===== config.mk =====
export PLATFORM = sky130hd
export DESIGN_NAME = lbm_ctrl
export DESIGN_NICKNAME = d
export VERILOG_FILES = /design/src/rtl/lbm_pkg.sv /design/src/rtl/lbm_ctrl.sv
export SDC_FILE = /design/constraint.sdc
export NUM_CORES = 1
export LEC_CHECK = 0
export ABC_AREA = 1
export BUFFER_PORTS_ARGS = -buffer_cell sky130_fd_sc_hd__buf_4
export CORE_MARGIN = 2
export CORE_UTILIZATION = 52
export CTS_BUF_LIST = sky130_fd_sc_hd__clkbuf_16
export CTS_CLUSTER_DIAMETER = 60
export CTS_CLUSTER_SIZE = 16
export DETAILED_ROUTE_END_ITERATION = 10
export PLACE_DENSITY = 0.74
export SLEW_MARGIN = 20
export SYNTH_ARGS = -nofsm -noshare
export SYNTH_HDL_FRONTEND = slang
export SYNTH_SLANG_ARGS = --single-unit

===== constraint.sdc =====
create_clock -name clock -period 1.3 [get_ports clock]
set_input_delay 0.065 -clock clock [delete_from_list [all_inputs] [get_ports clock]]
set_output_delay 0.065 -clock clock [all_outputs]
set_load 0.1 [all_outputs]

===== src/rtl/lbm_pkg.sv =====
// Package: types, codes, direction tables and helpers of the boundary engine.
`default_nettype none
package lbm_pkg;

   localparam int POP_W         = 24;
   localparam int FRAC_W        = 20;
   localparam int NODES_DEFAULT = 4096;
   localparam int DIRS          = 9;
   localparam int SUM_W         = 29;
   localparam int DEN_W         = 26;
   localparam int DIVIDEND_W    = 50;
   localparam int DIVISOR_W     = 25;
   localparam int PROD_W        = 48;
   localparam int T_W           = 52;
   localparam int Z_W           = 32;
   localparam int Q_W           = 31;

   // Operation modes
   localparam logic [2:0] MODE_WRITE  = 3'd0;
   localparam logic [2:0] MODE_READ   = 3'd1;
   localparam logic [2:0] MODE_BOUNCE = 3'd2;
   localparam logic [2:0] MODE_LEFT   = 3'd3;
   localparam logic [2:0] MODE_RIGHT  = 3'd4;
   localparam logic [2:0] MODE_UPPER  = 3'd5;
   localparam logic [2:0] MODE_LOWER  = 3'd6;
   localparam logic [2:0] MODE_OPEN   = 3'd7;

   // Datapath commands
   localparam logic [3:0] OP_IDLE  = 4'd0;
   localparam logic [3:0] OP_LOAD  = 4'd1;
   localparam logic [3:0] OP_RD    = 4'd2;
   localparam logic [3:0] OP_WR    = 4'd3;
   localparam logic [3:0] OP_SUM   = 4'd4;
   localparam logic [3:0] OP_DIVGO = 4'd5;
   localparam logic [3:0] OP_RHO   = 4'd6;
   localparam logic [3:0] OP_MUL   = 4'd7;
   localparam logic [3:0] OP_TCALC = 4'd8;
   localparam logic [3:0] OP_TABS  = 4'd9;
   localparam logic [3:0] OP_TMUL  = 4'd10;
   localparam logic [3:0] OP_TWR   = 4'd11;
   localparam logic [3:0] OP_RSP   = 4'd12;

   // Wall table column offsets
   localparam logic [3:0] COL_INPLANE = 4'd0;
   localparam logic [3:0] COL_LEAVING = 4'd3;
   localparam logic [3:0] COL_SRC     = 4'd6;
   localparam logic [3:0] COL_DST     = 4'd9;
   localparam logic [3:0] COL_B       = 4'd12;
   localparam logic [3:0] COL_C       = 4'd13;

   typedef struct packed {
      logic [2:0]        mode;
      logic [11:0]       node;
      logic [11:0]       neighbor;
      logic [3:0]        slot;
      logic signed [23:0] value;
      logic signed [23:0] ux_velocity;
      logic signed [23:0] uy_velocity;
      logic              last_node;
   } req_type;

   typedef struct packed {
      logic signed [23:0] read_value;
      logic signed [23:0] density;
      logic              status;
      logic              list_done;
   } rsp_type;

   typedef struct packed {
      logic [3:0] op;
      logic [3:0] idx;
   } cmd_type;

   typedef struct packed {
      logic [2:0] mode;
      logic       node_ok;
      logic       nb_ok;
      logic       slot_ok;
      logic       d_pos;
      logic       div_done;
   } stat_type;

   localparam logic [3:0] OPP_DIR [DIRS] = '{4'd0, 4'd3, 4'd4, 4'd1, 4'd2,
                                             4'd7, 4'd8, 4'd5, 4'd6};

   // Per wall: in-plane, leaving, source, destination, b, c
   localparam logic [3:0] WALL_DIRS [4][14] = '{
      '{4'd0, 4'd2, 4'd4, 4'd3, 4'd6, 4'd7, 4'd7, 4'd6, 4'd3, 4'd5, 4'd8, 4'd1, 4'd4, 4'd2},
      '{4'd0, 4'd2, 4'd4, 4'd1, 4'd5, 4'd8, 4'd8, 4'd5, 4'd1, 4'd6, 4'd7, 4'd3, 4'd4, 4'd2},
      '{4'd0, 4'd3, 4'd1, 4'd6, 4'd2, 4'd5, 4'd5, 4'd6, 4'd2, 4'd7, 4'd8, 4'd4, 4'd1, 4'd3},
      '{4'd0, 4'd3, 4'd1, 4'd8, 4'd4, 4'd7, 4'd8, 4'd7, 4'd4, 4'd6, 4'd5, 4'd2, 4'd1, 4'd3}
   };

   // Directions copied in right-open mode
   function automatic logic [3:0] open_dir(input logic [1:0] k);
      logic [3:0] r;
      case (k)
         2'd0:    r = 4'd3;
         2'd1:    r = 4'd6;
         default: r = 4'd7;
      endcase
      return r;
   endfunction

   // Apply sign to a magnitude and clamp to the population range
   function automatic logic signed [POP_W-1:0] sat_mag(input logic [DIVIDEND_W-1:0] mag,
                                                       input logic neg);
      logic signed [POP_W-1:0] r;
      if (neg) begin
         if (mag >= (DIVIDEND_W'(1) << (POP_W-1))) r = {1'b1, {(POP_W-1){1'b0}}};
         else r = -signed'(POP_W'(mag));
      end else begin
         if (mag > ((DIVIDEND_W'(1) << (POP_W-1)) - DIVIDEND_W'(1)))
            r = {1'b0, {(POP_W-1){1'b1}}};
         else r = signed'(POP_W'(mag));
      end
      return r;
   endfunction

endpackage
`default_nettype wire


===== src/rtl/lbm_ctrl.sv =====
// Controller: sequences reads, writes and arithmetic for one transaction.
`default_nettype none
module lbm_ctrl import lbm_pkg::*; (
   input  wire logic     clock,
   input  wire logic     reset,
   input  wire logic     start,
   input  wire stat_type stat,
   output logic          busy,
   output logic          rsp_valid,
   output cmd_type       cmd
);
   localparam logic [3:0] S_IDLE   = 4'd0;
   localparam logic [3:0] S_DISP   = 4'd1;
   localparam logic [3:0] S_READ   = 4'd2;
   localparam logic [3:0] S_RDLAST = 4'd3;
   localparam logic [3:0] S_WRITE  = 4'd4;
   localparam logic [3:0] S_SUM    = 4'd5;
   localparam logic [3:0] S_DIVGO  = 4'd6;
   localparam logic [3:0] S_DIV    = 4'd7;
   localparam logic [3:0] S_RHO    = 4'd8;
   localparam logic [3:0] S_MUL    = 4'd9;
   localparam logic [3:0] S_TCALC  = 4'd10;
   localparam logic [3:0] S_TABS   = 4'd11;
   localparam logic [3:0] S_TMUL   = 4'd12;
   localparam logic [3:0] S_TWR    = 4'd13;
   localparam logic [3:0] S_RESP   = 4'd14;

   logic [3:0] state_ff, state_in;
   logic [3:0] cnt_ff, cnt_in;
   logic       rsp_valid_ff, rsp_valid_in;
   logic [3:0] n_rd, n_wr;
   logic       zou_mode;

   // Access counts per mode
   always_comb begin
      zou_mode = stat.mode inside {[MODE_LEFT:MODE_LOWER]};
      case (stat.mode)
         MODE_READ: n_rd = 4'd1;
         MODE_OPEN: n_rd = 4'd3;
         default:   n_rd = 4'(DIRS);
      endcase
      case (stat.mode)
         MODE_WRITE: n_wr = 4'd1;
         MODE_OPEN:  n_wr = 4'd3;
         default:    n_wr = 4'(DIRS);
      endcase
   end

   // Next state and commands
   always_comb begin
      state_in = state_ff;
      cnt_in   = cnt_ff;
      cmd.op   = OP_IDLE;
      cmd.idx  = cnt_ff;
      case (state_ff)
         S_IDLE: begin
            if (start) begin
               cmd.op   = OP_LOAD;
               state_in = S_DISP;
            end
         end
         S_DISP: begin
            cnt_in   = '0;
            state_in = S_RESP;
            if (stat.node_ok) begin
               case (stat.mode)
                  MODE_WRITE: if (stat.slot_ok) state_in = S_WRITE;
                  MODE_READ:  if (stat.slot_ok) state_in = S_READ;
                  MODE_BOUNCE: state_in = S_READ;
                  MODE_OPEN:  if (stat.nb_ok) state_in = S_READ;
                  default:    if (stat.d_pos) state_in = S_READ;
               endcase
            end
         end
         S_READ: begin
            cmd.op = OP_RD;
            cnt_in = cnt_ff + 4'd1;
            if (cnt_ff == n_rd - 4'd1) state_in = S_RDLAST;
         end
         S_RDLAST: begin
            cnt_in = '0;
            if (stat.mode == MODE_READ) state_in = S_RESP;
            else if (zou_mode) state_in = S_SUM;
            else state_in = S_WRITE;
         end
         S_WRITE: begin
            cmd.op = OP_WR;
            cnt_in = cnt_ff + 4'd1;
            if (cnt_ff == n_wr - 4'd1) state_in = S_RESP;
         end
         S_SUM: begin
            cmd.op   = OP_SUM;
            state_in = S_DIVGO;
         end
         S_DIVGO: begin
            cmd.op   = OP_DIVGO;
            state_in = S_DIV;
         end
         S_DIV: begin
            if (stat.div_done) state_in = S_RHO;
         end
         S_RHO: begin
            cmd.op   = OP_RHO;
            state_in = S_MUL;
         end
         S_MUL: begin
            cmd.op   = OP_MUL;
            cnt_in   = '0;
            state_in = S_TCALC;
         end
         S_TCALC: begin
            cmd.op   = OP_TCALC;
            state_in = S_TABS;
         end
         S_TABS: begin
            cmd.op   = OP_TABS;
            state_in = S_TMUL;
         end
         S_TMUL: begin
            cmd.op   = OP_TMUL;
            state_in = S_TWR;
         end
         S_TWR: begin
            cmd.op = OP_TWR;
            cnt_in = cnt_ff + 4'd1;
            state_in = (cnt_ff == 4'd2) ? S_RESP : S_TCALC;
         end
         S_RESP: begin
            cmd.op   = OP_RSP;
            state_in = S_IDLE;
         end
         default: begin
            state_in = S_IDLE;
         end
      endcase
      rsp_valid_in = (state_ff == S_RESP);
   end

   always_ff @(posedge clock) begin
      if (reset) begin
         state_ff     <= S_IDLE;
         cnt_ff       <= '0;
         rsp_valid_ff <= 1'b0;
      end else begin
         state_ff     <= state_in;
         cnt_ff       <= cnt_in;
         rsp_valid_ff <= rsp_valid_in;
      end
   end

   assign busy      = (state_ff != S_IDLE);
   assign rsp_valid = rsp_valid_ff;
endmodule
`default_nettype wire


==> run_results.csv, run 1 <==
group,metric,value,unit
status,outcome,"complete, but fails checks",
status,violations,"setup timing",
grt,grt_pass1_vias,1086,
critical_path,slowest_stage,"dfxtp_4",
sta,setup_viol,13,
final_layout,antennaDiodeCount,0,
min_path,holdCritPathClass,"in2reg",
final_layout,final_area,1380,um2
power,leakagePower,0.646,nW
clock_network,htree_levels,1,
routing,wirelength,3.37,mm
final_layout,syn_to_final_growth,60.1,%
clock_network,cts_buffers,3,
place,dp_hpwl,1.86,mm
routing,drc,0,
floorplanning,start_util,56.4,%
critical_path,cp.required,1240,ps
place,gp_congestion,0.953,
critical_path,crit_buf_inv,2,
logic_synthesis,syn_area,860,um2
grt,grt_overflow,0,
critical_path,end_kind,"output pin",
floorplanning,fp.dieH,44.7,um
routing,drt_iter0_markers,66,
routing,ant_nets,0,
grt,grt_max_degree,8,
sta,fmax,662,MHz
clock_network,clk_path_buf_depth,2,
logic_synthesis,ys_ff_latch,9,
critical_path,cp_max_fo,5,
floorplanning,io_pins,21,
place,placed_cell_area,1110,um2
logic_synthesis,synth_cell_types,25,
sta,setup_slack,-211,ps
sta,worst_pin_slew,349,ps
floorplanning,dieArea,1990,um2
critical_path,startpoint_type,"flip-flop",
floorplanning,die_x,44.7,um
power,finalPower,3.78,mW
final_layout,fin_nets,203,
sta,fin_skew,0.970,ps
logic_synthesis,postSynthAreaPerCell,5.51,um2
floorplanning,rows,14,
sta,timing.final.crit_share,116,%
sta,slew_viol_final,0,
final_layout,layout-drive-gt1-share,43.4,%
critical_path,cp.arrival,1450,ps
critical_path,critPathKind,"reg2out",
logic_synthesis,synthCells,156,
logic_synthesis,syn_nets,169,
clock_network,cts-root-buf,"clkbuf_16",
routing,vias,1232,
clock_network,cts.sinks,9,
routing,drt-wirelength-per-cell,16.4,um
critical_path,cpPeakStageDelay,400,ps
power,ir_drop,2.09,mV
place,port_buffers,20,
sta,rsz0062_at_grt,"true",
grt,grt_antenna_before_repair,0,
floorplanning,core-area,1520,um2
power,p_per_area,2740,nW/um2
clock_network,clk_latency,230,ps
routing,first_pass_iters,4,
critical_path,cp_top_family,"flip-flops",
sta,period_needed,1510,ps
grt,grt_pass1_wl,4.84,mm
critical_path,crit_chain,"inv_2 > nand2_2 > nor2_4 > nor3_2 > o211ai_1 > buf_6",
sta,finalHoldViolations,0,
grt,grt_usage,33.3,%
final_layout,fin_util,90.3,%
routing,via_per_inst,6.01,
flow_run,cap_violations,0,
logic_synthesis,yosys_warnings,0,
clock_network,cts_tree,"yes",
clock_network,path_clk_slew,40,ps
sta,max_slew_margin,76.5,%
logic_synthesis,ys_seq_area_share,21.0,%
[what timing repair did]
action                     4_1_cts  5_1_grt
resized for setup               30       19
pin swaps                        6        5
hold buffers                     0        0
buffers inserted                 3        1
setup endpoints to repair       13       13
[layout make-up]
cell class / count / area, um2
multi-input combinational: 119 / 679
timing repair buffer: 30 / 278
sequential: 9 / 210
fill: 78 / 148
inverter: 27 / 110
clock buffer: 3 / 75.1
tap: 16 / 20.0
clock inverter: 1 / 3.75
[metal layers]
metal	up-vias	global-route usage, %	share of wire (%)	wire length (um)
met4	0	17.6	3.1	103
met5	-	0	0	0
li1	572	-	-	-
met2	88	55.1	51	1710
met1	554	41.4	39	1330
met3	18	4.49	7.0	235
[sequential cells by signal, summed over array words and instances, names as in the netlist]
register / count
state_ff: 4
cnt_ff: 4
rsp_valid: 1
[cells by family (layout without fill, tap and decap cells)]
family	after synthesis	count (layout)	share of synthesized area, %
buffers and inverters	28	61	12.4
DFF	9	9	21.0
AOI/OAI and AO/OA	21	21	13.8
adders and majority gates	2	2	2.91
and+or+nand+nor	96	96	49.9
[metrics by stage]
| step | instances | hold WS [ps] | TNS [ps] | worst slack [ps] |
|---|---|---|---|---|
| final | 205 | 42.7 | -1430 | -211 |
| after global routing | 205 | 47.3 | -2200 | -273 |
| after CTS | 204 | 40.0 | -400 | -116 |
| after detailed placement | 197 | 279 | -614 | -89.1 |
| after global placement | 197 | 274 | -248 | -58.4 |
| after floorplan | 156 | 124 | -1930 | -756 |
[worst paths after layout]
path | startpoint | to | slack (ps) | cells past startpoint
max | state_ff[0]$_SDFFE_PP0P_ | cmd[6] | -210 | 6
min | reset | state_ff[1]$_SDFFE_PP0P_ | 40 | 2
min reg2reg | cnt_ff[3]$_SDFFE_PP0P_ | cnt_ff[3]$_SDFFE_PP0P_ | 510 | 2
max reg2reg | state_ff[3]$_SDFFE_PP0P_ | state_ff[2]$_SDFFE_PP0P_ | -140 | 9
[Yosys cell counts]
library cell   n  area, um2
ha_1           2       25.0
nor3_1         3       15.0
o211ai_1       1       7.51
o21ai_0        8       40.0
a21oi_1        5       25.0
nor2_4         1       11.3
o22ai_1        1       6.26
nand3_2        2       20.0
inv_2          7       26.3
nand3_1       13       65.1
o21ai_2        1       8.76
buf_2          1       5.00
nand2_2        3       18.8
dfxtp_1        9        180
a31oi_1        1       6.26
nand2_1       41        154
o21ai_1        2       10.0
nand4_1        6       37.5
a211oi_1       1       7.51
nand3b_1       1       7.51
nor2_1        25       93.8
a21boi_0       1       7.51
inv_1         18       67.6
nor2_2         1       6.26
clkinv_1       2       7.51
[cells in the final DEF, fill, tap and decap left out]
cell type	count
a21oi_1	4
nand3b_1	1
buf_4	24
buf_8	1
nor3_2	1
nor2_1	16
o21ai_1	2
o21ai_0	7
nand3_2	2
dfxtp_1	1
nand4_1	6
nand3_1	13
inv_1	15
a31oi_1	1
ha_1	2
a21oi_2	1
a21boi_0	1
inv_2	9
clkinv_2	1
nor2_2	4
buf_12	3
inv_4	1
nand2_4	3
nor3_1	2
o22ai_2	1
a211oi_1	1
nand2_2	8
nand2_1	33
inv_6	1
dfxtp_4	8
clkinv_1	1
buf_6	2
o211ai_1	1
o21ai_2	2
nor2_4	7
clkbuf_16	3
[where the power goes]
group	switching, mW	leakage, nW	internal, mW
Sequential	0.167	0.0792	0.377
Combinational	1.81	0.524	0.881
Clock	0.137	0.0423	0.402
(Power assumes the default switching activity.)
==> run 2: changes to the inputs <==
Settings changed: BUFFER_PORTS_ARGS -buffer_cell sky130_fd_sc_hd__buf_4 to -buffer_cell sky130_fd_sc_hd__buf_2.
==> run 2 against run 1 <==
The flow now stops in global routing. Synthesized area stayed put. Synthesized cell count stayed put.
==> run_results.csv, run 2 <==
group,metric,value,unit
status,error,"[ERROR DPL-0038] Utilization greater than 100%, impossible to legalize",
logic_synthesis,yosys.cell_count.top_type,"nand2_1",
clock_network,htree_levels,1,
logic_synthesis,synth_cell_types,25,
place,gp_congestion,0.996,
status,outcome,"stopped before the end",
grt,grt_max_degree,8,
logic_synthesis,ys_top_cells_by_count,"41 x nand2_1, 25 x nor2_1, 18 x inv_1",
place,dp_hpwl,1.98,mm
floorplanning,rows,14,
floorplanning,fp.dieH,44.7,um
logic_synthesis,ys_ff_latch,9,
logic_synthesis,yosys-top-cells-area,"dfxtp_1 21%, nand2_1 18%, nor2_1 11%",
clock_network,clk_path_buf_depth,2,
logic_synthesis,ys.flop_type,"dfxtp_1",
logic_synthesis,syn_nets,169,
floorplanning,io_pins,21,
logic_synthesis,synthCells,156,
clock_network,cts-root-buf,"clkbuf_16",
sta,worst_endpoint,"cmd[4]",
logic_synthesis,synth_edf_count,0,
clock_network,cts.sinks,9,
floorplanning,die_x,44.7,um
sta,worstEndpointType,"top-level output",
status,lastStage,"global routing",
logic_synthesis,synth_top_area_share,21.0,%
logic_synthesis,yosys.area.top_type,"dfxtp_1",
floorplanning,start_util,56.4,%
clock_network,cts_buffers,3,
logic_synthesis,syn_area,860,um2
place,port_buffers,20,
logic_synthesis,async_flop_share,0,%
logic_synthesis,postSynthAreaPerCell,5.51,um2
logic_synthesis,ys_seq_area_share,21.0,%
logic_synthesis,yosys_warnings,0,
[run 2: cell counts after synthesis]
Identical to the previous run, type by type.
[run 2: logic make-up after synthesis]
kind of cell               share of synthesized area [%]
AOI/OAI and AO/OA                                   13.8
adders and majority gates                           2.91
buffers and inverters                               12.4
DFF                                                 21.0
and+or+nand+nor                                     49.9
[run 2: what timing repair did]
item                                    CTS
buffers inserted                          5
endpoints found under the setup margin   12
pin swaps                                11
gates resized for setup                  37
hold buffers                              0
[run 2: metrics by stage]
step	setup TNS (ps)	instance area, um2	util (%)	setup slack (ps)	instances
4_1_cts	-424	1400	91.6	-126	212
3_5_place_dp	-47.9	1180	77.3	-18.0	203
3_3_place_gp	-17.8	1180	77.3	-9.38	203
2_1_floorplan	-1930	903	-	-756	156
==> run 3: changes to the inputs <==
Settings changed: CORE_AREA from default to 2 2 63 65, CORE_MARGIN 2 to default, CORE_UTILIZATION 52 to default, CTS_BUF_LIST sky130_fd_sc_hd__clkbuf_16 to default, CTS_CLUSTER_DIAMETER 60 to default, CTS_CLUSTER_SIZE 16 to default, DIE_AREA from default to 0 0 65 67, PLACE_DENSITY 0.74 to default, PLACE_DENSITY_LB_ADDON from default to 0.15.
==> run 3 against run 2 <==
The flow now finishes, with violations (setup timing).
==> run_results.csv, run 3 (synthesized netlist as in run 1, its figures left out) <==
group,metric,value,unit
status,outcome,"complete, but fails checks",
status,violations,"setup timing",
critical_path,end_kind,"output pin",
grt,grt_pass1_wl,4.42,mm
grt,grt_max_degree,8,
critical_path,cpPeakStageDelay,370,ps
power,p_per_area,2550,nW/um2
sta,fin_skew,0.503,ps
sta,max_slew_margin,67.8,%
power,leakagePower,0.633,nW
sta,finalHoldViolations,0,
routing,wl_met1,1.17,mm
critical_path,cp_max_fo,5,
critical_path,crit_buf_inv,2,
routing,ant_nets,0,
routing,drt-wirelength-per-cell,10.9,um
final_layout,final_cell_mix,"35 x nand2_1, 18 x nor2_1, 15 x buf_2",
sta,timing.final.crit_share,111,%
clock_network,cts.sinks,9,
clock_network,clk_path_buf_depth,2,
final_layout,stdcell_count,238,
final_layout,syn_to_final_growth,60.0,%
routing,wirelength,2.59,mm
sta,slew_viol_final,0,
place,gp_congestion,0.917,
critical_path,r2r-end,"state_ff[0]$_SDFFE_PP0P_",
final_layout,fin_nets,204,
sta,worst_pin_slew,487,ps
final_layout,layout-drive-gt1-share,41.6,%
floorplanning,fp.dieH,67,um
floorplanning,core-area,3610,um2
place,dp_cells,233,
final_layout,layout_commonest_cell,"nand2_1",
routing,vias,1077,
routing,via_per_inst,4.53,
clock_network,cts-hold-fix-buffers,0,
floorplanning,io_pins,21,
final_layout,antennaDiodeCount,0,
grt,grt_overflow,0,
sta,setup_slack,-148,ps
min_path,hold_start,"reset",
power,switching_power,1.96,mW
min_path,holdPathStages,2,
floorplanning,start_util,23.8,%
sta,period_needed,1450,ps
min_path,min_to,"state_ff[1]$_SDFFE_PP0P_",
min_path,holdCritPathClass,"in2reg",
routing,highest_layer,"met3",
critical_path,startpoint_type,"flip-flop",
sta,fmax,691,MHz
sta,rsz0062_at_grt,"true",
place,placed_cell_area,1210,um2
critical_path,critPathKind,"reg2out",
clock_network,cts-root-buf,"clkbuf_8",
clock_network,path_clk_slew,40,ps
clock_network,cts_tree,"yes",
routing,first_pass_iters,4,
grt,grt_usage,13.1,%
floorplanning,rows,22,
power,p_int,1.55,mW
floorplanning,dieArea,4360,um2
power,comb_power_share,76.7,%
power,ir_drop,0.844,mV
grt,grt_pass1_vias,1008,
clock_network,clk_latency,230,ps
place,dp_hpwl,2.15,mm
grt,grt_antenna_before_repair,0,
floorplanning,die_x,65,um
critical_path,cp.required,1240,ps
critical_path,r2r_slack,-30,ps
power,power_frac_seq,14.3,%
clock_network,cts_buffers,3,
critical_path,cp.arrival,1380,ps
critical_path,r2r-start,"state_ff[3]$_SDFFE_PP0P_",
routing,wl_met2,1.30,mm
routing,met3_length,118,um
critical_path,crit_chain,"buf_6 > nand2_4 > nor2_2 > nor3_2 > o211ai_1 > buf_12",
routing,drc,0,
place,port_buffers,20,
sta,whs,78.4,ps
flow_run,cap_violations,0,
sta,setup_viol,5,
critical_path,slowest_stage,"dfxtp_4",
routing,drt_iter0_markers,37,
power,clkPwrFrac,9.0,%
critical_path,cp_top_family,"flip-flops",
power,switching_share,55.9,%
critical_path,rr_worst_depth,10,
clock_network,htree_levels,1,
final_layout,final_area,1380,um2
-- run 3: per-stage QoR --
stage          power [mW]  util [%]  TNS [ps]  setup WS [ps]
6_report             3.50      38.1      -459           -148
5_1_grt              3.74      38.1     -1570           -194
4_1_cts              3.45      37.5      -556           -141
3_5_place_dp         2.91      33.7      -216          -47.3
3_3_place_gp         2.93      33.7      -272          -67.0
2_1_floorplan        2.03         -     -1930           -756
-- run 3: final cells by class --
type	count	area (um2)
fill	376	2230
multi-input combinational	119	669
timing repair buffer	31	278
sequential	9	208
inverter	27	115
tap	48	60.1
clock buffer	4	45.0
-- run 3: worst max-delay path by stage --
stage               cells after the start                     start                       end  slack (ps)
floorplan                               4  state_ff[1]$_SDFFE_PP0P_                    cmd[6]        -760
finish                                  6  state_ff[3]$_SDFFE_PP0P_                    cmd[6]        -150
global route                            6  state_ff[3]$_SDFFE_PP0P_                    cmd[6]        -190
CTS                                     6  state_ff[3]$_SDFFE_PP0P_                    cmd[6]        -140
global placement                        9  state_ff[1]$_SDFFE_PP0P_  state_ff[0]$_SDFFE_PP0P_         -70
detailed placement                      9  state_ff[1]$_SDFFE_PP0P_  state_ff[0]$_SDFFE_PP0P_         -50
-- run 3: timing repair --
action | 4_1_cts | 5_1_grt
setup endpoints to repair | 13 | 13
pin swaps | 8 | 3
gates resized for setup | 27 | 7
setup buffers | 1 | 0
gates cloned | 0 | 0
endpoints found under the hold margin | 0 | 0
-- run 3: power groups by stage --
stage / registers, mW / clock network (mW) / logic [mW]
CTS: 0.486 / 0.330 / 2.63
global route: 0.511 / 0.349 / 2.88
floorplan: 0.596 / 0 / 1.44
global placement: 0.460 / 0 / 2.47
finish: 0.501 / 0.316 / 2.69
detailed placement: 0.456 / 0 / 2.45
-- run 3: metal layers --
layer	vias to the layer above	track usage, %
met5	-	0
met4	0	2.39
met3	0	3.55
met2	24	23.6
met1	483	15.6
li1	570	-
==> run 4: changes to the inputs <==
Settings changed: ABC_AREA 1 to default.
==> run 4 against run 3 <==
The flow still finishes with violations (setup timing). Global-route usage up 2.6 points. Routed wire length up 32%. Non-clock buffer count is 37 higher. Synthesized area grew 8.9%. Hold slack better by 61 ps. Register-to-register slack lost 310 ps. Highest routed layer is now met4.
==> run_results.csv, run 4 <==
group,metric,value,unit
status,outcome,"complete, but fails checks",
status,violations,"setup timing",
sta,whs,140,ps
place,placed_cell_area,1460,um2
logic_synthesis,yosys.area.top_type,"dfxtp_1",
logic_synthesis,syn_area,936,um2
critical_path,startpoint_type,"flip-flop",
logic_synthesis,synthCells,121,
floorplanning,dieArea,4360,um2
clock_network,clk_path_buf_depth,2,
logic_synthesis,ys_top_cells_by_count,"13 x nor2_1, 12 x nand2_1, 9 x dfxtp_1",
final_layout,layout_commonest_cell,"buf_4",
routing,drt-wirelength-per-cell,15.0,um
sta,setup_viol,13,
power,ir_drop,1.30,mV
floorplanning,rows,22,
critical_path,cp_max_fo,6,
sta,fmax,611,MHz
floorplanning,start_util,26.0,%
place,preCtsSetupSlack,-447,ps
logic_synthesis,ys.flop_type,"dfxtp_1",
routing,vias,1148,
clock_network,cts-hold-fix-buffers,0,
logic_synthesis,synth_edf_count,0,
critical_path,critPathKind,"reg2reg",
clock_network,cts_tree,"yes",
logic_synthesis,yosys_warnings,0,
final_layout,final_cell_mix,"38 x buf_4, 15 x buf_2, 11 x nor2_1",
power,leakagePower,0.749,nW
logic_synthesis,ys_ff_latch,9,
grt,grt_pass1_vias,1137,
sta,max_slew_margin,68.0,%
sta,finalSetupTns,-2970,ps
final_layout,final_area,1740,um2
routing,ant_nets,0,
logic_synthesis,ys_seq_area_share,19.3,%
clock_network,cts_buffers,3,
sta,slew_viol_final,0,
sta,timing.final.crit_share,126,%
clock_network,cts.sinks,9,
grt,grt_pass1_wl,5.37,mm
floorplanning,core-area,3610,um2
routing,first_pass_iters,4,
place,gp_congestion,0.846,
grt,grt_max_degree,17,
routing,wirelength,3.42,mm
clock_network,htree_levels,1,
critical_path,cp.arrival,1770,ps
power,finalPower,4.86,mW
place,port_buffers,20,
sta,period_needed,1640,ps
floorplanning,io_pins,21,
place,dp_hpwl,2.44,mm
grt,grt_overflow,0,
grt,grt_antenna_before_repair,0,
logic_synthesis,synth_top_area_share,19.3,%
sta,finalHoldViolations,0,
logic_synthesis,postSynthAreaPerCell,7.73,um2
final_layout,fin_util,48.4,%
logic_synthesis,yosys.cell_count.top_type,"nor2_1",
sta,setup_slack,-336,ps
sta,worst_pin_slew,484,ps
logic_synthesis,yosys-top-cells-area,"dfxtp_1 19%, nor2_1 5.2%, nand2_1 4.8%",
min_path,holdCritPathClass,"in2reg",
logic_synthesis,synth_cell_types,52,
routing,via_per_inst,5.01,
routing,drt_iter0_markers,28,
clock_network,clk_latency,230,ps
floorplanning,fp.dieH,67,um
final_layout,fill_cells,351,
final_layout,layout-drive-gt1-share,63.5,%
power,p_per_area,2790,nW/um2
critical_path,cp.required,1430,ps
flow_run,cap_violations,0,
place,dp_cells,213,
sta,rsz0062_at_grt,"true",
logic_synthesis,async_flop_share,0,%
final_layout,antennaDiodeCount,0,
clock_network,path_clk_slew,50,ps
final_layout,stdcell_count,229,
critical_path,end_kind,"flip-flop",
clock_network,cts-root-buf,"clkbuf_8",
floorplanning,die_x,65,um
final_layout,syn_to_final_growth,86.4,%
grt,grt_usage,15.7,%
logic_synthesis,syn_nets,134,
final_layout,fin_nets,195,
routing,drc,0,
sta,fin_skew,2.21,ps
## run 4: cells by family after synthesis
logic type | synth area share, %
AO/OA/AOI/OAI | 25.3
XOR/XNOR | 3.74
buffers and inverters | 10.0
flip-flops | 19.3
AND/OR/NAND/NOR | 34.5
adder cells (fa/ha/maj) | 2.67
multiplexers | 4.55
## run 4: area by class of cell
type / count / area, um2 / share of cell area (%)
Sequential cell: 9 / 205 / 11.8
Timing Repair Buffer: 68 / 581 / 33.3
Clock buffer: 4 / 45.0 / 2.58
Tap cell: 48 / 60.1 / 3.44
Inverter: 5 / 18.8 / 1.08
Multi-Input combinational cell: 95 / 835 / 47.8
## run 4: worst paths after layout
path                       startpoint                        to  slack (ps)  cells after the start
max reg2reg  state_ff[1]$_SDFFE_PP0P_  state_ff[1]$_SDFFE_PP0P_        -340                      6
max          state_ff[1]$_SDFFE_PP0P_  state_ff[1]$_SDFFE_PP0P_        -340                      6
min reg2reg  state_ff[3]$_SDFFE_PP0P_  state_ff[0]$_SDFFE_PP0P_         590                      2
min                             reset    cnt_ff[3]$_SDFFE_PP0P_         140                      2
## run 4: critical path: stages, from the launching register on
cell and delay (ps):
dfxtp_4 360, buf_6 140, or4_4 490, o31ai_4 90
a221oi_2 120, a211o_1 280, o31ai_1 70
## run 4: repair_timing
item / 4_1_cts / 5_1_grt
gates cloned: 0 / 0
gates resized for setup: 29 / 12
hold endpoints to repair: 0 / 0
pin swaps: 10 / 13
buffers inserted: 9 / 4
endpoints found under the setup margin: 13 / 13
## run 4: report_power, final
part	switching [mW]	total [mW]	leakage (nW)	internal (mW)
sequential	0.117	0.490	0.0786	0.373
combinational	2.15	4.04	0.648	1.89
clock	0.114	0.328	0.0228	0.214
## run 4: per-layer routing
metal | global-route usage (%) | part of all wire, % | vias to the layer above
met5 | 0 | 0 | -
met1 | 20.2 | 46 | 553
met2 | 28.6 | 51 | 19
li1 | - | - | 574
met4 | 2.39 | 0.29 | 0
met3 | 1.52 | 2.6 | 2
